--- config.mk ---
export PLATFORM = sky130hd
export DESIGN_NAME = newton_square_root
export DESIGN_NICKNAME = d
export VERILOG_FILES = /design/src/rtl/nsr_pkg.sv /design/src/rtl/newton_square_root.sv /design/src/rtl/nsr_divider.sv
export SDC_FILE = /design/constraint.sdc
export NUM_CORES = 1
export LEC_CHECK = 0
export ABC_AREA = 1
export BUFFER_PORTS_ARGS = -buffer_cell sky130_fd_sc_hd__buf_2
export CORE_UTILIZATION = 34
export CTS_CLUSTER_DIAMETER = 30
export DETAILED_ROUTE_END_ITERATION = 7
export MAX_ROUTING_LAYER = met4
export PLACE_DENSITY = 0.52
export SYNTH_ARGS = -nofsm -noshare
export SYNTH_HDL_FRONTEND = slang
export SYNTH_SLANG_ARGS = --single-unit
export TNS_END_PERCENT = 100
--- constraint.sdc ---
create_clock -name clock -period 3.43 [get_ports clock]
set_input_delay 0.343 -clock clock [delete_from_list [all_inputs] [get_ports clock]]
set_output_delay 0.343 -clock clock [all_outputs]
set_load 0.01 [all_outputs]
--- src/rtl/nsr_pkg.sv ---
package nsr_pkg;

   localparam int RAD_W = 32;
   localparam int ITER_W = 6;
   localparam int ROOT_W = 32;
   localparam int REQ_DATA_W = 40;
   localparam int RSP_DATA_W = 32;
   localparam int PC_W = 3;

   typedef logic [PC_W-1:0] pc_type;

   localparam pc_type PC_IDLE = 3'd0;
   localparam pc_type PC_CHECK = 3'd1;
   localparam pc_type PC_DIV_INIT = 3'd2;
   localparam pc_type PC_DIV_STEP = 3'd3;
   localparam pc_type PC_UPDATE = 3'd4;
   localparam pc_type PC_DONE = 3'd5;

   typedef enum logic [2:0] {
      OP_NONE,
      OP_LOAD,
      OP_DIV_INIT,
      OP_DIV_STEP,
      OP_UPDATE,
      OP_EMIT
   } op_type;

   typedef enum logic [2:0] {
      COND_NEVER,
      COND_NO_REQ,
      COND_SKIP,
      COND_DIV_MORE,
      COND_OUT_BUSY
   } cond_type;

   typedef struct packed {
      op_type op;
      cond_type cond;
      pc_type jmp;
      pc_type nxt;
   } ucode_type;

   typedef struct packed {
      logic init;
      logic step;
   } div_ctrl_type;

   function automatic ucode_type ucode_rom(input pc_type pc);
      ucode_type word;
      unique case (pc)
         PC_IDLE: word = '{OP_LOAD, COND_NO_REQ, PC_IDLE, PC_CHECK};
         PC_CHECK: word = '{OP_NONE, COND_SKIP, PC_DONE, PC_DIV_INIT};
         PC_DIV_INIT: word = '{OP_DIV_INIT, COND_NEVER, PC_IDLE, PC_DIV_STEP};
         PC_DIV_STEP: word = '{OP_DIV_STEP, COND_DIV_MORE, PC_DIV_STEP, PC_UPDATE};
         PC_UPDATE: word = '{OP_UPDATE, COND_NEVER, PC_IDLE, PC_CHECK};
         PC_DONE: word = '{OP_EMIT, COND_OUT_BUSY, PC_DONE, PC_IDLE};
         default: word = '{OP_NONE, COND_NEVER, PC_IDLE, PC_IDLE};
      endcase
      return word;
   endfunction

endpackage

--- src/rtl/newton_square_root.sv ---
// Channel   Ports                     Contents
// request   req_tvalid/tready/tdata   radicand, iterations
// response  rsp_tvalid/tready/tdata   root
//
// Each Newton step runs the restoring divider, one quotient bit per cycle.
// Reset clears the microcode step counter and the response valid flag.
// A new request is taken only in the idle step; a held response does not block it.
// A stalled response holds its data until taken.
module newton_square_root #(
   parameter int WIDTH = 32,
   parameter int FRAC_BITS = 16
) (
   input  logic                            clock,
   input  logic                            reset,
   input  logic                            req_tvalid,
   output logic                            req_tready,
   input  logic [nsr_pkg::REQ_DATA_W-1:0]  req_tdata,  // radicand[31:0], iterations[37:32]
   output logic                            rsp_tvalid,
   input  logic                            rsp_tready,
   output logic [nsr_pkg::RSP_DATA_W-1:0]  rsp_tdata   // root[31:0]
);
   import nsr_pkg::*;

   localparam int CNT_W = $clog2(WIDTH + FRAC_BITS + 1);
   localparam int DIV_STEPS = WIDTH + FRAC_BITS;

   pc_type            pc_ff, pc_in;
   ucode_type         uword;
   logic              cond_true;
   logic              accept;
   logic              out_busy;
   logic [WIDTH-1:0]  rad_ff, rad_in;
   logic [WIDTH-1:0]  guess_ff, guess_in;
   logic [ITER_W-1:0] iter_ff, iter_in;
   logic [CNT_W-1:0]  cnt_ff, cnt_in;
   logic              rsp_valid_ff, rsp_valid_in;
   logic [ROOT_W-1:0] root_ff, root_in;
   logic [WIDTH-1:0]  quo;
   logic [WIDTH:0]    sum;
   div_ctrl_type      div_ctrl;

   assign uword = ucode_rom(pc_ff);
   assign accept = req_tvalid && req_tready;
   assign out_busy = rsp_valid_ff && !rsp_tready;

   always_comb begin
      unique case (uword.cond)
         COND_NEVER: cond_true = 1'b0;
         COND_NO_REQ: cond_true = !req_tvalid;
         COND_SKIP: cond_true = (rad_ff == '0) || (iter_ff == '0) || (guess_ff == '0);
         COND_DIV_MORE: cond_true = (cnt_ff != CNT_W'(1));
         COND_OUT_BUSY: cond_true = out_busy;
         default: cond_true = 1'b0;
      endcase
      pc_in = cond_true ? uword.jmp : uword.nxt;
   end

   always_comb begin
      req_tready = (uword.op == OP_LOAD);
      div_ctrl.init = (uword.op == OP_DIV_INIT);
      div_ctrl.step = (uword.op == OP_DIV_STEP);
      sum = {1'b0, guess_ff} + {1'b0, quo};
      rad_in = rad_ff;
      guess_in = guess_ff;
      iter_in = iter_ff;
      cnt_in = cnt_ff;
      root_in = root_ff;
      rsp_valid_in = rsp_valid_ff && !rsp_tready;
      unique case (uword.op)
         OP_LOAD: begin
            if (accept) begin
               rad_in = WIDTH'(req_tdata[RAD_W-1:0]);
               guess_in = WIDTH'(req_tdata[RAD_W-1:0]);
               iter_in = req_tdata[RAD_W +: ITER_W];
            end
         end
         OP_DIV_INIT: cnt_in = CNT_W'(DIV_STEPS);
         OP_DIV_STEP: cnt_in = cnt_ff - CNT_W'(1);
         OP_UPDATE: begin
            guess_in = sum[WIDTH:1];
            iter_in = iter_ff - ITER_W'(1);
         end
         OP_EMIT: begin
            if (!out_busy) begin
               root_in = ROOT_W'(guess_ff);
               rsp_valid_in = 1'b1;
            end
         end
         default: begin
         end
      endcase
   end

   always_ff @(posedge clock) begin
      if (reset) begin
         pc_ff <= PC_IDLE;
         rsp_valid_ff <= 1'b0;
      end else begin
         pc_ff <= pc_in;
         rsp_valid_ff <= rsp_valid_in;
      end
   end

   always_ff @(posedge clock) begin
      rad_ff <= rad_in;
      guess_ff <= guess_in;
      iter_ff <= iter_in;
      cnt_ff <= cnt_in;
      root_ff <= root_in;
   end

   nsr_divider #(
      .WIDTH(WIDTH),
      .FRAC_BITS(FRAC_BITS)
   ) u_divider (
      .clock(clock),
      .ctrl(div_ctrl),
      .num(rad_ff),
      .den(guess_ff),
      .quo(quo)
   );

   assign rsp_tvalid = rsp_valid_ff;
   assign rsp_tdata = RSP_DATA_W'(root_ff);

endmodule

--- src/rtl/nsr_divider.sv ---
module nsr_divider #(
   parameter int WIDTH = 32,
   parameter int FRAC_BITS = 16
) (
   input  logic                 clock,
   input  nsr_pkg::div_ctrl_type ctrl,
   input  logic [WIDTH-1:0]     num,
   input  logic [WIDTH-1:0]     den,
   output logic [WIDTH-1:0]     quo
);
   import nsr_pkg::*;

   localparam int NUM_W = WIDTH + FRAC_BITS;

   logic [NUM_W-1:0] num_ff, num_in;
   logic [WIDTH-1:0] rem_ff, rem_in;
   logic [WIDTH-1:0] quo_ff, quo_in;
   logic             over_ff, over_in;
   logic [WIDTH:0]   shifted;
   logic [WIDTH:0]   diff;
   logic             ge;

   always_comb begin
      shifted = {rem_ff, num_ff[NUM_W-1]};
      diff = shifted - {1'b0, den};
      ge = (shifted >= {1'b0, den});
      num_in = num_ff;
      rem_in = rem_ff;
      quo_in = quo_ff;
      over_in = over_ff;
      if (ctrl.init) begin
         num_in = NUM_W'(num) << FRAC_BITS;
         rem_in = '0;
         quo_in = '0;
         over_in = 1'b0;
      end else if (ctrl.step) begin
         num_in = num_ff << 1;
         rem_in = ge ? diff[WIDTH-1:0] : shifted[WIDTH-1:0];
         quo_in = {quo_ff[WIDTH-2:0], ge};
         over_in = over_ff | quo_ff[WIDTH-1];
      end
   end

   always_ff @(posedge clock) begin
      num_ff <= num_in;
      rem_ff <= rem_in;
      quo_ff <= quo_in;
      over_ff <= over_in;
   end

   assign quo = over_ff ? '1 : quo_ff;

endmodule

==> results.tsv <==
stage	metric	value	unit
synth	synthArstFlopShare	0	%
critical_path	crit_path_frequent_cell	nand2_1	
critical_path	critical-path-top-delay-family	simple AND/OR/NAND/NOR gates	
cts	ctsResizeCount	0	
timing	setup_ws	669	ps
power_and_ir_drop	p_leak	7.49	nW
critical_path	crit_buf_inv	2	
synth	synthAdderAreaFrac	6.90	%
min_path	hold_depth	1	
critical_path	path_max_fanout	25	
power_and_ir_drop	pwr-share-comb	24.6	%
timing	tightest_slew	1010	ps
detailed_routing	wire_per_inst	16.5	microns
power_and_ir_drop	power.internal	0.00719	W
timing	max_freq	362	MHz
placement	pre_cts_ws	681	ps
timing	timing.final.crit_share	80.5	%
min_path	hold_path_end	rad_ff[22]	
die	dieArea	38200	sq um
cells_and_area	final.fill_count	3700	
placement	dp_hpwl	28600	microns
timing	fin_setup_tns	0	ps
synth	synth_cells	1638	
global_routing	antenna_found_initial	0	
timing	min_period	2760	ps
critical_path	required	3720	ps
power_and_ir_drop	p_sw	0.00359	W
synth	yosys_warnings	0	
status	outcome	finished clean	
timing	fin_worst_skew	25.8	ps
cts	clk_latency	560	ps
placement	io_buffers	75	
detailed_routing	post-route-drc-count	0	
synth	synth_cell_types	42	
power_and_ir_drop	pwr-share-clk	43.7	%
timing	drv_slew	0	
critical_path	arrival	3060	ps
power_and_ir_drop	p_sw_share	33.3	%
timing	rsz0062_at_grt	false	
synth	synth_edf_count	140	
power_and_ir_drop	power_frac_seq	31.7	%
detailed_routing	drt_iter0_drc	669	
detailed_routing	routed_wl	37800	microns
cells_and_area	n_antenna_cell	0	
cts	cts_buffers	51	
cells_and_area	finalNonFillerCells	2292	
power_and_ir_drop	p_per_area	685	nW/um^2
placement	gp_congestion	0.931	
critical_path	start_kind	flip-flop	
cells_and_area	nNetsFinal	1895	
global_routing	grt_pass1_wl	59900	microns
global_routing	gr-total-overflow	0	
critical_path	cpMaxStageDelayCell	ha_1	
detailed_routing	drtPass1Iterations	6	
critical_path	crit_path_end_kind	flip-flop	
synth	synth_flop_cell	edfxtp_1	
cts	clock_sinks	209	
die	rows	70	
critical_path	critPathKind	flip-flop to flip-flop	
power_and_ir_drop	peakVddDrop	421	uV
synth	yosysSeqAreaShare	43.9	%
die	io_pins	78	
die	start_util	34.7	%
cts	cts_root_buffer	clkbuf_16	
critical_path	reg2reg_to	guess_ff[13]	
critical_path	path_cells	inv_1 > buf_4 > nand2_1 > ha_1 > a21oi_1 > o21ai_0 > a21oi_1 > nand2_1 > or2_2 > nand3_1 > nand2_1	
synth	synth_compound_area_share	8.93	%
cts	cts_tree	yes	
synth	synth_area_per_cell	7.78	sq um
critical_path	reg2regPathDepth	11	
synth	muxShareOfSynthArea	2.03	%
timing	slew-limit-headroom	32.3	%
min_path	hold_path.startpoint	req_tdata[22]	
detailed_routing	viasPerCell	4.88	
job	cap_violations	0	
synth	synth_seq_cells	209	
synth	synth_top_family_by_area	simple AND/OR/NAND/NOR gates	
synth	synthXorXnorAreaFrac	1.72	%
synth	yosys.area_share.simple	27.7	%
global_routing	grt_max_degree	60	
cells_and_area	drive_gt1_share	13.7	%
detailed_routing	num_vias	11200	
critical_path	max_stage_delay	340	ps
global_routing	grt_pass1_vias	11300	
synth	synthesis.area	12700	sq um
critical_path	r2r_slack	670	ps
synth	synth_nets	1751	
power_and_ir_drop	total_power	0.0108	W
placement	dpl.cell_count	2165	
die	coreArea	36700	sq um
cells_and_area	synthToLayoutAreaGrowth	23.5	%
min_path	hp-class	input pin to flip-flop	
cts	clk_pin_slew_worst_paths	50	ps
critical_path	rr_startpoint	u_divider.over_ff	
detailed_routing	ant_nets	0	
timing	finalHoldViolCount	0	
die	die_x	196	microns
cts	clk_path_buf_depth	3	
die	die_h	196	microns
global_routing	grt_usage	20.8	%
timing	finalSetupViolations	0	
timing	holdWs	27.5	ps
cts	h-tree-depth	2	
==> sequential cells by signal, summed over array words and instances, names as in the netlist, 6 cells and up <==
register / flops
u_divider.rem_ff: 32
rsp_tdata: 32
rad_ff: 32
guess_ff: 32
u_divider.quo_ff: 32
u_divider.num_ff: 32
cnt_ff: 6
iter_ff: 6
==> power groups by stage <==
stage | Clock [W] | Sequential, W | Combinational (W)
floorplan | 0 | 0.00335 | 0.00183
global placement | 0 | 0.00346 | 0.00259
detailed placement | 0 | 0.00347 | 0.00261
CTS | 0.00481 | 0.00342 | 0.00265
global route | 0.00492 | 0.00345 | 0.00299
finish | 0.00471 | 0.00342 | 0.00265
==> stage by stage <==
| step | cell area, sq um | utilization (%) |
|---|---|---|
| final | 15700 | 42.9 |
| after global routing | 15700 | 42.9 |
| after CTS | 15700 | 42.9 |
| after detailed placement | 13700 | 37.4 |
| after global placement | 13700 | 37.4 |
| after floorplan | 12700 | - |
==> Yosys cell counts, drive strengths merged (2+ instances only) <==
master | n | share of area, %
or2 | 9 | 0.44
a21oi | 76 | 3.1
ha | 67 | 6.6
clkbuf | 19 | 0.56
o21ai | 59 | 2.3
inv | 245 | 7.2
xnor2 | 12 | 0.83
nor3 | 15 | 0.59
nand2 | 495 | 15
o22ai | 31 | 1.5
edfxtp | 140 | 33
o21a | 8 | 0.47
and2 | 2 | 0.098
buf | 21 | 1.1
nor4 | 15 | 0.85
dfxtp | 69 | 11
a31oi | 5 | 0.25
o21bai | 8 | 0.47
xor2 | 13 | 0.89
a21o | 8 | 0.47
o211ai | 3 | 0.18
fa | 2 | 0.31
nor2 | 134 | 4.2
nand3 | 121 | 4.8
nand4 | 30 | 1.5
nand3b | 6 | 0.35
mux2 | 23 | 2.0
==> worst max-delay path by stage <==
stage | end | startpoint | cells after the start | slack, ps
final | guess_ff[13] | u_divider.over_ff | 11 | 670
after global routing | guess_ff[29] | u_divider.over_ff | 13 | 380
after CTS | guess_ff[27] | u_divider.over_ff | 12 | 680
after detailed placement | guess_ff[27] | u_divider.over_ff | 12 | 680
after global placement | guess_ff[27] | u_divider.over_ff | 12 | 730
after floorplan | guess_ff[0] | pc_ff[0] | 5 | 220
==> cell families after synthesis <==
logic type	count (synthesis)
simple gates	827
buf+inv	285
flops	209
compound gates	200
fa+ha+maj	69
xor+xnor	25
mux	23
==> metal layers <==
| metal | global-route usage, % | wire length (microns) | vias to the layer above |
|---|---|---|---|
| met5 | - | 0 | - |
| met4 | 8.60 | 1410 | 0 |
| met3 | 2.88 | 1480 | 87 |
| met2 | 33.7 | 17300 | 261 |
| met1 | 26.1 | 17600 | 5141 |
| li1 | - | - | 5700 |
==> what timing repair did <==
item,in CTS,in global routing
endpoints found under the hold margin,33,0
hold buffers,32,0
buffers inserted,0,0
==> layout make-up <==
| class | count | area [sq um] | area share, % |
|---|---|---|---|
| multi-input combinational | 1144 | 6040 | 38.4 |
| sequential | 209 | 5590 | 35.5 |
| clock buffer | 59 | 1350 | 8.57 |
| inverter | 245 | 920 | 5.85 |
| timing repair buffer | 131 | 901 | 5.73 |
| tap | 468 | 586 | 3.72 |
| clock inverter | 36 | 349 | 2.22 |
==> layout by cell type (no fill, tap or decap), types with 4 or more instances in the layout <==
master,synthesis,layout
o21a_1,8,8
ha_1,67,67
inv_1,239,238
clkbuf_1,19,6
buf_4,0,22
nor2_2,6,7
nand2_2,8,9
nand3_1,120,120
nor2_4,2,5
mux2_2,23,23
o21ai_0,54,54
or2_2,5,5
edfxtp_1,140,140
o21bai_1,8,8
nand3b_1,6,6
or2_1,4,4
buf_2,10,75
clkbuf_16,0,53
clkinvlp_4,0,13
xor2_1,13,13
a31oi_1,5,5
inv_2,6,6
xnor2_1,12,12
dfxtp_1,69,69
nor4_1,14,14
clkinv_2,0,8
o22ai_1,31,31
a21o_1,8,8
dlygate4sd3_1,0,32
nor2_1,126,122
nand4_1,30,30
bufinv_16,0,4
nand2_1,485,484
nor3_1,15,15
inv_6,0,6
a21oi_1,73,73
o21ai_1,4,4
No activity file was read; power rests on OpenSTA's default activity.
